$ cat config.mk
export PLATFORM = sky130hd
export DESIGN_NAME = properties_file_tokenizer
export DESIGN_NICKNAME = d
export VERILOG_FILES = /design/src/hdl/pft_pkg.sv /design/src/hdl/pft_decode.sv /design/src/hdl/properties_file_tokenizer.sv
export SDC_FILE = /design/constraint.sdc
export NUM_CORES = 1
export LEC_CHECK = 0
export BUFFER_PORTS_ARGS = -buffer_cell sky130_fd_sc_hd__buf_2
export CAP_MARGIN = 5
export CORE_ASPECT_RATIO = 1.4
export CORE_MARGIN = 2
export CORE_UTILIZATION = 35
export DETAILED_ROUTE_END_ITERATION = 12
export PLACE_DENSITY_LB_ADDON = 0.08
export SETUP_SLACK_MARGIN = 0.5
export SYNTH_ARGS = -nofsm -noshare
export SYNTH_HDL_FRONTEND = slang
export SYNTH_SLANG_ARGS = --single-unit
export TNS_END_PERCENT = 50
$ cat constraint.sdc
create_clock -name clk -period 5.2 [get_ports clk]
set_input_delay 1.04 -clock clk [delete_from_list [all_inputs] [get_ports clk]]
set_output_delay 1.04 -clock clk [all_outputs]
set_load 0.01 [all_outputs]
$ cat src/hdl/pft_pkg.sv
`timescale 1ns / 1ps

package pft_pkg;

	// Text bytes with a special meaning
	localparam logic [7:0] CH_NUL   = 8'h00;
	localparam logic [7:0] CH_TAB   = 8'h09;
	localparam logic [7:0] CH_LF    = 8'h0A;
	localparam logic [7:0] CH_VT    = 8'h0B;
	localparam logic [7:0] CH_FF    = 8'h0C;
	localparam logic [7:0] CH_CR    = 8'h0D;
	localparam logic [7:0] CH_SPACE = 8'h20;
	localparam logic [7:0] CH_BANG  = 8'h21;
	localparam logic [7:0] CH_POUND = 8'h23;
	localparam logic [7:0] CH_COLON = 8'h3A;
	localparam logic [7:0] CH_EQ    = 8'h3D;
	localparam logic [7:0] CH_BSL   = 8'h5C;

	// Room for the results of one input byte; a byte causes at most five
	localparam int unsigned LIST_DEPTH = 6;
	localparam int unsigned CNT_W      = $clog2(LIST_DEPTH + 1);
	localparam int unsigned IDX_W      = $clog2(LIST_DEPTH);

	typedef enum logic [1:0] {
		EV_START = 2'd0,
		EV_DATA  = 2'd1,
		EV_END   = 2'd2,
		EV_DONE  = 2'd3
	} ev_t;

	typedef enum logic [2:0] {
		K_WS    = 3'd0,
		K_BANG  = 3'd1,
		K_POUND = 3'd2,
		K_KEY   = 3'd3,
		K_SEP   = 3'd4,
		K_VAL   = 3'd5
	} kind_t;

	typedef enum logic [3:0] {
		M_START = 4'd0,
		M_WS    = 4'd1,
		M_BANG  = 4'd2,
		M_POUND = 4'd3,
		M_KEY   = 4'd4,
		M_KSP   = 4'd5,
		M_SEP2  = 4'd6,
		M_SEP3  = 4'd7,
		M_VALUE = 4'd8,
		M_DONE  = 4'd9
	} mode_t;

	typedef struct packed {
		ev_t        ev;
		kind_t      kind;
		logic [7:0] data;
	} entry_t;

	typedef entry_t [LIST_DEPTH-1:0] res_list_t;

	// Decoder result for one byte: event list plus the parser state it leaves
	typedef struct packed {
		res_list_t          list;
		logic [CNT_W-1:0]   cnt;
		mode_t              mode;
		logic               esc;
	} dec_t;

	// Build one event; data is zero except on content events
	function automatic entry_t mk_entry(ev_t ev, kind_t kind, logic [7:0] b);
		entry_t e;
		e.ev   = ev;
		e.kind = kind;
		e.data = (ev == EV_DATA) ? b : 8'h00;
		return e;
	endfunction

endpackage

$ cat src/hdl/pft_decode.sv
`timescale 1ns / 1ps

module pft_decode
	import pft_pkg::*;
(
	input  mode_t      mode,
	input  logic       esc,
	input  logic [7:0] text_byte,
	input  logic       end_of_input,
	output dec_t       dec
);

	always_comb begin
		res_list_t        lst;
		logic [CNT_W-1:0] n;
		mode_t            nmode;
		logic             nesc;
		logic             z;
		logic             ws;
		logic             eol;
		logic             eqcol;
		logic             disp;
		logic             fin;
		logic             ov;
		logic             vb;
		logic             e_l;
		kind_t            ck;

		lst   = '0;
		n     = '0;
		nmode = mode;
		nesc  = esc;
		z     = end_of_input || (text_byte == CH_NUL);
		ws    = text_byte inside {CH_SPACE, CH_TAB, CH_LF, CH_VT, CH_FF, CH_CR};
		eol   = text_byte inside {CH_LF, CH_CR};
		eqcol = text_byte inside {CH_EQ, CH_COLON};
		disp  = 1'b0;
		fin   = 1'b0;
		ov    = 1'b0;
		vb    = 1'b0;
		e_l   = esc;
		ck    = (mode == M_BANG) ? K_BANG : K_POUND;

		// Per-mode handling up to the point where a shared tail takes over
		case (mode)
			M_START: begin
				disp = 1'b1;
			end
			M_WS: begin
				if (!z && ws) begin
					lst[n[IDX_W-1:0]] = mk_entry(EV_DATA, K_WS, text_byte); n = n + 1'b1;
				end else begin
					lst[n[IDX_W-1:0]] = mk_entry(EV_END, K_WS, text_byte); n = n + 1'b1;
					disp = 1'b1;
				end
			end
			M_BANG, M_POUND: begin
				if (z) begin
					lst[n[IDX_W-1:0]] = mk_entry(EV_END, ck, text_byte); n = n + 1'b1;
					fin = 1'b1;
				end else if (eol) begin
					lst[n[IDX_W-1:0]] = mk_entry(EV_END, ck, text_byte); n = n + 1'b1;
					disp = 1'b1;
				end else begin
					lst[n[IDX_W-1:0]] = mk_entry(EV_DATA, ck, text_byte); n = n + 1'b1;
				end
			end
			M_KEY: begin
				if (esc) begin
					if (z) begin
						lst[n[IDX_W-1:0]] = mk_entry(EV_END, K_KEY, text_byte); n = n + 1'b1;
						fin = 1'b1;
					end else begin
						nesc = 1'b0;
						lst[n[IDX_W-1:0]] = mk_entry(EV_DATA, K_KEY, text_byte); n = n + 1'b1;
					end
				end else if (z) begin
					lst[n[IDX_W-1:0]] = mk_entry(EV_END, K_KEY, text_byte); n = n + 1'b1;
					fin = 1'b1;
				end else if (text_byte == CH_SPACE) begin
					lst[n[IDX_W-1:0]] = mk_entry(EV_END, K_KEY, text_byte); n = n + 1'b1;
					lst[n[IDX_W-1:0]] = mk_entry(EV_START, K_SEP, text_byte); n = n + 1'b1;
					lst[n[IDX_W-1:0]] = mk_entry(EV_DATA, K_SEP, text_byte); n = n + 1'b1;
					nmode = M_KSP;
				end else if (eqcol) begin
					lst[n[IDX_W-1:0]] = mk_entry(EV_END, K_KEY, text_byte); n = n + 1'b1;
					lst[n[IDX_W-1:0]] = mk_entry(EV_START, K_SEP, text_byte); n = n + 1'b1;
					lst[n[IDX_W-1:0]] = mk_entry(EV_DATA, K_SEP, text_byte); n = n + 1'b1;
					lst[n[IDX_W-1:0]] = mk_entry(EV_END, K_SEP, text_byte); n = n + 1'b1;
					lst[n[IDX_W-1:0]] = mk_entry(EV_START, K_VAL, text_byte); n = n + 1'b1;
					nmode = M_VALUE;
				end else if (eol) begin
					lst[n[IDX_W-1:0]] = mk_entry(EV_END, K_KEY, text_byte); n = n + 1'b1;
					disp = 1'b1;
				end else if (text_byte == CH_BSL) begin
					nesc = 1'b1;
				end else begin
					lst[n[IDX_W-1:0]] = mk_entry(EV_DATA, K_KEY, text_byte); n = n + 1'b1;
				end
			end
			M_KSP: begin
				if (!z && eqcol) begin
					lst[n[IDX_W-1:0]] = mk_entry(EV_DATA, K_SEP, text_byte); n = n + 1'b1;
					nmode = M_SEP2;
				end else begin
					ov = 1'b1;
				end
			end
			M_SEP2, M_SEP3: begin
				if (z || eol) begin
					lst[n[IDX_W-1:0]] = mk_entry(EV_END, K_SEP, text_byte); n = n + 1'b1;
					disp = 1'b1;
				end else if (mode == M_SEP2 && text_byte == CH_SPACE) begin
					lst[n[IDX_W-1:0]] = mk_entry(EV_DATA, K_SEP, text_byte); n = n + 1'b1;
					nmode = M_SEP3;
				end else begin
					ov = 1'b1;
				end
			end
			M_VALUE: begin
				vb = 1'b1;
			end
			default: begin
				// parse done and unused codes: swallow the byte
				nmode = M_DONE;
				nesc  = 1'b0;
			end
		endcase

		// Close the separator and open the value
		if (ov) begin
			lst[n[IDX_W-1:0]] = mk_entry(EV_END, K_SEP, text_byte); n = n + 1'b1;
			lst[n[IDX_W-1:0]] = mk_entry(EV_START, K_VAL, text_byte); n = n + 1'b1;
			e_l  = 1'b0;
			nesc = 1'b0;
			vb   = 1'b1;
		end

		// Value byte, escaped or plain
		if (vb) begin
			nmode = M_VALUE;
			if (e_l) begin
				if (z) begin
					lst[n[IDX_W-1:0]] = mk_entry(EV_END, K_VAL, text_byte); n = n + 1'b1;
					fin = 1'b1;
				end else begin
					nesc = 1'b0;
					lst[n[IDX_W-1:0]] = mk_entry(EV_DATA, K_VAL, text_byte); n = n + 1'b1;
				end
			end else if (z) begin
				lst[n[IDX_W-1:0]] = mk_entry(EV_END, K_VAL, text_byte); n = n + 1'b1;
				fin = 1'b1;
			end else if (eol) begin
				lst[n[IDX_W-1:0]] = mk_entry(EV_END, K_VAL, text_byte); n = n + 1'b1;
				disp = 1'b1;
			end else if (text_byte == CH_BSL) begin
				nesc = 1'b1;
			end else begin
				lst[n[IDX_W-1:0]] = mk_entry(EV_DATA, K_VAL, text_byte); n = n + 1'b1;
			end
		end

		// Open the next token, or finish on end of input, from a byte seen between tokens
		if (disp) begin
			nesc = 1'b0;
			if (z) begin
				fin = 1'b1;
			end else if (ws) begin
				lst[n[IDX_W-1:0]] = mk_entry(EV_START, K_WS, text_byte); n = n + 1'b1;
				lst[n[IDX_W-1:0]] = mk_entry(EV_DATA, K_WS, text_byte); n = n + 1'b1;
				nmode = M_WS;
			end else if (text_byte == CH_BANG) begin
				lst[n[IDX_W-1:0]] = mk_entry(EV_START, K_BANG, text_byte); n = n + 1'b1;
				nmode = M_BANG;
			end else if (text_byte == CH_POUND) begin
				lst[n[IDX_W-1:0]] = mk_entry(EV_START, K_POUND, text_byte); n = n + 1'b1;
				nmode = M_POUND;
			end else begin
				lst[n[IDX_W-1:0]] = mk_entry(EV_START, K_KEY, text_byte); n = n + 1'b1;
				lst[n[IDX_W-1:0]] = mk_entry(EV_DATA, K_KEY, text_byte); n = n + 1'b1;
				nmode = M_KEY;
			end
		end

		// End of parsing
		if (fin) begin
			lst[n[IDX_W-1:0]] = mk_entry(EV_DONE, K_WS, text_byte); n = n + 1'b1;
			nmode = M_DONE;
			nesc  = 1'b0;
		end

		dec.list = lst;
		dec.cnt  = n;
		dec.mode = nmode;
		dec.esc  = nesc;
	end

endmodule

$ cat src/hdl/properties_file_tokenizer.sv
`timescale 1ns / 1ps

// Channel  Handshake             Word
// in       in_valid / in_ready   text_byte, end_of_input
// out      out_valid / out_ready event_res, token_kind, data, last
//
// A byte waits in the input register, is decoded into up to five
// events that load the result register, and the events leave one per cycle
// while out_ready is high; a new byte is taken in the cycle its
// predecessor's last event goes.
// Bytes after parse done, and escape backslashes, cause no events.
// arst_n clears the parser state and both valid flags; a stalled output
// holds the current event and backs up into the input register.

module properties_file_tokenizer
	import pft_pkg::*;
(
	input  logic       clk,
	input  logic       arst_n,
	input  logic       in_valid,
	output logic       in_ready,
	input  logic [7:0] text_byte,
	input  logic       end_of_input,
	output logic       out_valid,
	input  logic       out_ready,
	output logic [1:0] event_res,
	output logic [2:0] token_kind,
	output logic [7:0] data,
	output logic       last
);

	logic             valid_s1;
	logic [7:0]       byte_s1;
	logic             eoi_s1;
	logic             valid_s2;
	res_list_t        list_s2;
	logic [CNT_W-1:0] cnt_s2;
	logic [IDX_W-1:0] idx_q;
	mode_t            mode_q;
	logic             esc_q;
	dec_t             dec;
	entry_t           cur;
	logic             is_last;
	logic             s2_free;
	logic             xfer;

	pft_decode u_dec (
		.mode         (mode_q),
		.esc          (esc_q),
		.text_byte    (byte_s1),
		.end_of_input (eoi_s1),
		.dec          (dec)
	);

	// Current event and handshake control
	assign cur      = list_s2[idx_q];
	assign is_last  = ({1'b0, idx_q} + 1'b1) == {1'b0, cnt_s2};
	assign s2_free  = !valid_s2 || (out_ready && is_last);
	assign xfer     = valid_s1 && s2_free;
	assign in_ready = !valid_s1 || s2_free;

	assign out_valid  = valid_s2;
	assign event_res  = cur.ev;
	assign token_kind = cur.kind;
	assign data       = cur.data;
	assign last       = is_last;

	// Hold the input word
	always_ff @(posedge clk or negedge arst_n) begin
		if (!arst_n) begin
			valid_s1 <= 1'b0;
		end else if (in_ready) begin
			valid_s1 <= in_valid;
		end
	end

	always_ff @(posedge clk) begin
		if (in_ready && in_valid) begin
			byte_s1 <= text_byte;
			eoi_s1  <= end_of_input;
		end
	end

	// Advance parser state and the result list
	always_ff @(posedge clk or negedge arst_n) begin
		if (!arst_n) begin
			valid_s2 <= 1'b0;
			cnt_s2   <= '0;
			idx_q    <= '0;
			mode_q   <= M_START;
			esc_q    <= 1'b0;
		end else begin
			if (xfer) begin
				mode_q   <= dec.mode;
				esc_q    <= dec.esc;
				valid_s2 <= (dec.cnt != '0);
				cnt_s2   <= dec.cnt;
				idx_q    <= '0;
			end else if (valid_s2 && out_ready) begin
				if (is_last) begin
					valid_s2 <= 1'b0;
				end else begin
					idx_q <= idx_q + 1'b1;
				end
			end
		end
	end

	always_ff @(posedge clk) begin
		if (xfer) begin
			list_s2 <= dec.list;
		end
	end

`ifndef SYNTHESIS
	a_list_nonempty: assert property (@(posedge clk) disable iff (!arst_n)
		valid_s2 |-> (cnt_s2 != '0) && ({1'b0, idx_q} < cnt_s2))
		else $error("result list index out of range");

	a_done_no_escape: assert property (@(posedge clk) disable iff (!arst_n)
		(mode_q == M_DONE) |-> !esc_q)
		else $error("escape pending after parse done");

	a_more_follow: assert property (@(posedge clk) disable iff (!arst_n)
		(out_valid && out_ready && !last) |=> out_valid)
		else $error("events dropped within one word");

	a_done_is_last: assert property (@(posedge clk) disable iff (!arst_n)
		(out_valid && event_res == EV_DONE) |-> last)
		else $error("parse done not final event");

	a_done_sticky: assert property (@(posedge clk) disable iff (!arst_n)
		($past(mode_q) == M_DONE) |-> (mode_q == M_DONE))
		else $error("parser left done state");
`endif

endmodule

==> results of run 1 <==
worst max-delay path, cell delays in order (launching register included):
cell and delay [ns]:
edfxtp_1 0.50, buf_4 0.19, nor4_1 0.44, buf_4 0.21
a21o_1 0.20, nor3_4 0.10, or3_4 0.37, ha_1 0.35
o32ai_4 0.29, inv_1 0.14, ha_4 0.19, a2111oi_4 0.30
nand2_1 0.13, buf_4 0.19, nand4_1 0.16, buf_4 0.16
nor2_1 0.04, buf_4 0.17, and2_1 0.16
Yosys cell counts, types with 13 or more instances:
cell type / number
mux4_2: 13
edfxtp_1: 87
mux2i_1: 15
clkbuf_1: 24
and2_1: 44
o21ai_0: 18
nor2_1: 33
dfrtp_1: 13
inv_1: 24
a21oi_1: 18
o22ai_1: 20
nand2_1: 43
nor3_1: 14
cell families (layout without fill, tap and decap cells):
logic type / after synthesis / after routing
AO/OA/AOI/OAI: 141 / 141
XOR/XNOR: 15 / 15
adder cells (fa/ha/maj): 7 / 7
buffers and inverters: 62 / 138
flip-flops: 100 / 100
multiplexers: 29 / 29
other: 1 / 1
AND/OR/NAND/NOR: 221 / 221
final cells by class:
class                           instances  area, um^2  area share, %
Multi-Input combinational cell        414        3150           42.2
Sequential cell                       100        2940           39.5
Timing Repair Buffer                   95         656           8.81
Tap cell                              236         295           3.97
Clock buffer                            9         225           3.02
Inverter                               27         103           1.38
Clock inverter                          7        82.6           1.11
state kept, by name, summed over array words and instances (netlist names):
name / cells
mode_q: 4
esc_q: 1
eoi_s1: 1
valid_s1: 1
out_valid: 1
cnt_s2: 3
idx_q: 3
byte_s1: 8
list_s2: 78
path summary, 6_finish.rpt:
check                                 from           to  cells past startpoint
min in group asynchronous           arst_n        esc_q                      1
worst max register to register  byte_s1[1]  list_s2[19]                     18
worst max-delay path            byte_s1[1]  list_s2[19]                     18
worst min register to register   cnt_s2[0]    cnt_s2[0]                      2
worst min-delay path             cnt_s2[0]    cnt_s2[0]                      2
max in group asynchronous           arst_n     idx_q[0]                      1
per-layer routing:
metal / routed length (um) / part of all wire, % / global-route usage, % / up-vias
met4: 701 / 3.5 / 8.77 / 0
met1: 8120 / 41 / 27.2 / 2477
met5: 0 / 0 / 0 / -
met3: 573 / 2.9 / 2.50 / 41
met2: 10500 / 53 / 39.0 / 120
li1: - / - / - / 2331
repair_timing:
action                                  CTS  global route
buffers inserted                          6             8
gates resized for setup                   1            11
endpoints found under the setup margin    3            55
hold buffers                              0             0
pin swaps                                 0             5
where the power goes:
group          switching (mW)  internal, mW
registers               0.220          1.40
logic                    1.84          1.24
clock network           0.328         0.384
total                    2.39          3.03
==> results.cfg, run 1 <==
[detailed_routing]
vias_per_cell = 5.60
vias = 4969
route.detailed.drc = 0
dr.pass1.iters = 5
drt_iter0_markers = 340
wl_um = 19900
wl_per_cell_um = 22.4
ant_nets = 0

[worst_setup_path]
reg2reg_setup_slack_ns = 0.68
worst_setup_path_start_kind = flip-flop
required_ns = 5.31
arrival_ns = 4.63
crit_path_end_kind = flip-flop
path_max_fanout = 8
crit_type = reg -> reg

[synthesis]
seq_area_frac_synth_pct = 47.1
synth.avg_cell_area_um2 = 10.8
synth_adder_area_share_pct = 1.40
synthTopCellsByArea = edfxtp_1, dfrtp_1, mux4_2, and2_1, nand2_1
synth-async-reset-ratio_pct = 13.0
netlist_instances = 576
synth_top_area_share_pct = 41.9
synthesis.area_um2 = 6240
synthSimpleGateAreaFrac_pct = 20.5
synth_seq_cells = 100
synth-compound-area-share_pct = 17.2
synth_top_family_by_area = simple AND/OR/NAND/NOR gates
synth_xor_area_share_pct = 2.45
synth-edff-count = 87
synth.distinct_cells = 94
synthMuxAreaShare_pct = 7.28
synth_ff_type = edfxtp_1
syn_nets = 596
yosys_warnings = 0
synth_top_area_cell = edfxtp_1

[placed_design]
finalWeightedCongestion = 0.924
dpl_cell_area_um2 = 6950
dp_slack_ns = 0.376
portBuffers = 28
dp.cells = 858
hpwl_um = 14600

[clock_tree]
clock-sinks = 100
clockBufferDepth = 2
clock_tree.root_cell = clkbuf_16
cts_max_level = 3
clk_pin_slew_worst_paths_ns = 0.07
cts_buffers = 9
insertion_delay_ns = 0.35
cts_tree = built

[sta]
timing.setup.tns_ns = 0
fin_ws_ns = 0.681
min_period_ns = 4.52
hold_ws_ns = 0.512
finalSetupViolCount = 0
timing.slew.headroom_pct = 35.6
slew_viol_final = 0
min_period_over_period_pct = 86.9
finClkSkew_ns = 0.00963
fmax_mhz = 221
hold_viol = 0
tightestPinTransition_ns = 0.966
rsz0062_at_grt = true

[floorplanning]
core_um2 = 17400
die_area_um2 = 18900
row_count = 57
die_height_um = 162
initial_core_util_pct = 35.8
ioPinCount = 29
die_width_um = 117

[final_layout]
fillers = 1720
nets = 667
layout-drive-gt1-share_pct = 26.4
synthToLayoutAreaGrowth_pct = 19.4
finalNonFillerCells = 888
final_common_cell = edfxtp_1
diodes = 0
final_cell_mix = edfxtp_1, buf_4, and2_1, nand2_1, nor2_1
fin_area_um2 = 7450
fin_util_pct = 42.8

[global_route]
grt_max_degree = 81
grt_pass1_wl_um = 30700
gr-usage-all-layers_pct = 22.1
grt-ovfl-total = 0
antenna_found_initial = 0
grt_pass1_vias = 5084

[job]
max_cap_violations = 0

[worst_hold_path]
hp-class = reg -> reg

[pwr]
power_mw = 5.41
leakagePower_nw = 2.80
vdd_ir_drop_max_v = 0.000258
power_density_nw_per_um2 = 727

[run_status]
status = complete, no violations
No activity file was read; power rests on OpenSTA's default activity.
==> run 2: changes to the inputs <==
PLACE_DENSITY_LB_ADDON = not set   (was 0.08)
==> run 2 against run 1 <==
Via count increased by 0.26%. Highest routed layer unchanged. Sequential share of layout area increased by 0.26 points. Sequential power about the same. Hold slack got worse by 0.0025 ns.
==> results.cfg, run 2 (same netlist as run 1, synthesis figures left out) <==
[placed_design]
finalWeightedCongestion = 1.02
portBuffers = 28
hpwl_um = 13200
dp.cells = 846

[final_layout]
largestRegisters = list_s2: 78 flops, byte_s1: 8 flops, mode_q: 4 flops
final_common_cell = edfxtp_1
largest_register_ffs = 78
diodes = 0
finalNonFillerCells = 882
final_cell_mix = edfxtp_1, buf_4, and2_1, nand2_1, nor2_1
layout-drive-gt1-share_pct = 26.5
nets = 661
synthToLayoutAreaGrowth_pct = 18.6
top_register = list_s2
fin_util_pct = 42.5

[global_route]
grt_pass1_wl_um = 28500
grt_max_degree = 82
grt_pass1_vias = 5064
grt-ovfl-total = 0
antenna_found_initial = 0
gr-usage-all-layers_pct = 19.8

[detailed_routing]
drt_iter0_markers = 419
vias = 4982
vias_per_cell = 5.65
dr.pass1.iters = 5
wl_per_cell_um = 20.4
route.detailed.drc = 0
ant_nets = 0
wl_um = 18000

[worst_setup_path]
path_max_fanout = 6
cp_num_buf_inv = 3
worst_setup_path_start_kind = flip-flop
crit_path_end_kind = flip-flop
crit_path_frequent_cell = ha_1
cp_cell_sequence = buf_4 -> or3_4 -> o41ai_4 -> nor3_2 -> or3_4 -> ha_1 -> o32ai_4 -> inv_1 -> ha_1 -> inv_2 -> nand4_1 -> a31oi_2 -> ha_1 -> xnor3_1 -> and4b_1 -> o21ai_1
crit_type = reg -> reg
required_ns = 5.47
crit_slowest_cell = edfxtp_1
reg2reg_from = byte_s1[7]
cp-startpoint = byte_s1[7]
crit_family = simple AND/OR/NAND/NOR gates
arrival_ns = 4.74
max_stage_delay_ns = 0.47

[sta]
hold_viol = 0
timing.slew.headroom_pct = 37.4
slew_viol_final = 0
tightestPinTransition_ns = 0.939
finClkSkew_ns = 0.0110
fmax_mhz = 224
finalSetupViolCount = 0
rsz0062_at_grt = false
hold_ws_ns = 0.510
min_period_over_period_pct = 85.8
min_period_ns = 4.46
timing.setup.tns_ns = 0

[worst_hold_path]
hold_start = cnt_s2[0]
hp-class = reg -> reg

[floorplanning]
die_height_um = 162
row_count = 57
die_width_um = 117
die_area_um2 = 18900
core_um2 = 17400
ioPinCount = 29
initial_core_util_pct = 35.8

[clock_tree]
insertion_delay_ns = 0.35
cts_max_level = 3
holdBufCountCts = 0
clk_pin_slew_worst_paths_ns = 0.08
clock-sinks = 100
cts_buffers = 9
clock_tree.root_cell = clkbuf_16
cts_tree = built
clockBufferDepth = 2

[job]
max_cap_violations = 0

[pwr]
leakagePower_nw = 2.78
power_density_nw_per_um2 = 709
vdd_ir_drop_max_v = 0.000349

[run_status]
status = complete, no violations
[run 2: cell types whose count changed in the layout (fill, tap and decap cells not counted), moves of 2 or more]
cell,delta
xor2_1,+2
buf_4,-6
clkinv_2,-3
clkinv_8,+2
xor2_2,-2
inv_8,-2
nor3_2,+2
[run 2: timing repair]
item / 4_1_cts / 5_1_grt
buffers inserted: 13 / 7
pin swaps: 1 / 1
resized for setup: 3 / 13
endpoints found under the setup margin: 27 / 53
endpoints found under the hold margin: 0 / 0
[run 2: worst paths after layout]
kind,endpoint,slack (ns),cells past startpoint
worst max-delay path,out_valid,0.74,16
worst min-delay path,cnt_s2[0],0.51,2
worst max register to register,out_valid,0.74,16
worst min register to register,cnt_s2[0],0.51,2
max in group asynchronous,idx_q[0],4.39,1
min in group asynchronous,idx_q[1],0.57,1
[run 2: routing by layer]
metal / vias to the layer above / part of all wire [%] / track usage (%)
li1: 2321 / - / -
met1: 2424 / 40 / 23.6
met2: 191 / 52 / 34.8
met3: 46 / 4.2 / 2.43
met4: 0 / 4.4 / 9.30
met5: - / 0 / 0
[run 2: worst min-delay path: cells and delay by family, from the launching register on]
kind               cells  cell delay (ns)
AOI/OAI and AO/OA      1             0.06
DFF                    1             0.36
and+or+nand+nor        1             0.05
[run 2: per-stage QoR]
step                      power (mW)  setup WS, ns  instance area, um^2
after floorplan                 3.52         0.506                 6240
after global placement          4.43         0.260                 6860
after detailed placement        4.46         0.303                 6860
after CTS                       5.21         0.643                 7290
after global routing            5.59         0.497                 7400
final                           5.24         0.738                 7400
[run 2: power breakdown]
group | total (mW) | leakage [nW] | switching [mW] | internal [mW]
clock network | 0.694 | 0.151 | 0.346 | 0.348
logic | 2.94 | 1.66 | 1.77 | 1.18
registers | 1.61 | 0.970 | 0.208 | 1.40
total | 5.24 | 2.78 | 2.32 | 2.92
[run 2: cell type report]
type | count | area, um^2
Clock buffer | 9 | 225
Multi-Input combinational cell | 414 | 3140
Fill cell | 1702 | 10000
Timing Repair Buffer | 89 | 611
Inverter | 27 | 101
Sequential cell | 100 | 2940
Tap cell | 236 | 295
Clock inverter | 7 | 86.3
==> run 3: changes to the inputs <==
clock period = 5.1 ns   (was 5.2 ns; I/O delays follow)
==> run 3 against run 2 <==
Die area did not move. Sequential share of layout area rose by 0.081 points. Flip-flop and latch count did not move. Count of clock-buffer cells in the layout did not move. Final cell count fell by 0.57%. Setup slack got worse by 0.13 ns. Wire length rose by 3.8%.
==> results.cfg, run 3 (same netlist as run 1, synthesis figures left out) <==
[floorplanning]
core_um2 = 17400
die_height_um = 162
die_width_um = 117
ioPinCount = 29
initial_core_util_pct = 35.8
row_count = 57
die_area_um2 = 18900

[sta]
min_period_ns = 4.50
rsz0062_at_grt = true
min_period_over_period_pct = 88.1
finalSetupViolCount = 0
timing.slew.headroom_pct = 31.6
slew_viol_final = 0
fin_ws_ns = 0.604
hold_viol = 0
fmax_mhz = 222
timing.setup.tns_ns = 0
hold_ws_ns = 0.517
finClkSkew_ns = 0.0105
tightestPinTransition_ns = 1.01

[final_layout]
fillers = 1746
fin_area_um2 = 7380
top_register = list_s2
largestRegisters = list_s2: 78 flops, byte_s1: 8 flops, mode_q: 4 flops
diodes = 0
final_cell_mix = edfxtp_1, buf_4, and2_1, nand2_1, nor2_1
synthToLayoutAreaGrowth_pct = 18.3
seqCellArea_um2 = 2940
nets = 656
layout-drive-gt1-share_pct = 25.7
multi_input_area_um2 = 3160
finalNonFillerCells = 877
final_common_cell = edfxtp_1
largest_register_ffs = 78

[worst_setup_path]
required_ns = 5.27
crit_path_end_kind = flip-flop
worst_setup_path_start_kind = flip-flop
arrival_ns = 4.67
crit_type = reg -> reg
path_max_fanout = 9
reg2reg_setup_slack_ns = 0.60

[pwr]
power_density_nw_per_um2 = 726
vdd_ir_drop_max_v = 0.000270
leakagePower_nw = 2.76

[detailed_routing]
drt_iter0_markers = 342
route.detailed.drc = 0
ant_nets = 0
vias = 4934
dr.pass1.iters = 5
wl_um = 18700
wl_per_cell_um = 21.3
vias_per_cell = 5.63

[worst_hold_path]
hp-class = reg -> reg

[job]
max_cap_violations = 0

[global_route]
grt_pass1_vias = 5081
grt-ovfl-total = 0
gr-usage-all-layers_pct = 20.5
grt_max_degree = 53
grt_pass1_wl_um = 29200
antenna_found_initial = 0

[placed_design]
portBuffers = 28
finalWeightedCongestion = 0.958
hpwl_um = 13900
dp.cells = 846
dpl_cell_area_um2 = 6860
dp_slack_ns = 0.0413

[clock_tree]
cts_max_level = 3
clock-sinks = 100
holdBufCountCts = 0
cts_buffers = 9
clockBufferDepth = 2
cts_tree = built
insertion_delay_ns = 0.35
clk_pin_slew_worst_paths_ns = 0.08
clock_tree.root_cell = clkbuf_16

[run_status]
status = complete, no violations
[run 3: final cells by class]
cell class              instances  area share, %
clock buffers                   9           3.05
well taps                     236           4.00
repair buffers                 84           7.76
inverters                      27           1.37
multi-input cells             414           42.8
flip-flops and latches        100           39.8
clock inverters                 7           1.17
[run 3: path summary, 6_finish.rpt]
path / startpoint / to / cells after the start
worst max-delay path: byte_s1[1] / list_s2[11] / 14
worst min-delay path: cnt_s2[2] / cnt_s2[2] / 2
worst max register to register: byte_s1[1] / list_s2[11] / 14
worst min register to register: cnt_s2[2] / cnt_s2[2] / 2
max in group asynchronous: arst_n / idx_q[0] / 1
min in group asynchronous: arst_n / cnt_s2[0] / 1
[run 3: metal layers]
metal / track usage [%] / wire (um)
met1: 23.7 / 7150
met2: 36.5 / 9770
met3: 2.61 / 663
met4: 10.3 / 1100
met5: 0 / 0
[run 3: where the power goes]
part	total, mW	leakage (nW)	switching (mW)	internal, mW
combinational	3.08	1.64	1.89	1.20
clock	0.698	0.151	0.344	0.354
sequential	1.58	0.970	0.152	1.43
[run 3: critical path: stages, from the launching register on]
cell,delay [ns]
edfxtp_1,0.51
or4_4,0.62
o41ai_4,0.31
nor3_2,0.09
or3_4,0.37
ha_1,0.34
o32ai_4,0.31
inv_1,0.12
ha_1,0.32
buf_4,0.19
a21oi_1,0.39
nand2_1,0.16
o32ai_2,0.21
buf_4,0.22
o21bai_1,0.16
[run 3: repair_timing]
action,CTS,global route
gates resized for setup,6,10
buffers inserted,13,2
setup endpoints to repair,57,72
pin swaps,1,1
[run 3: per-stage QoR]
stage / utilization [%] / power [mW]
after floorplan: - / 3.59
after global placement: 39.4 / 4.54
after detailed placement: 39.4 / 4.57
after CTS: 42.0 / 5.33
after global routing: 42.4 / 5.70
final: 42.4 / 5.36
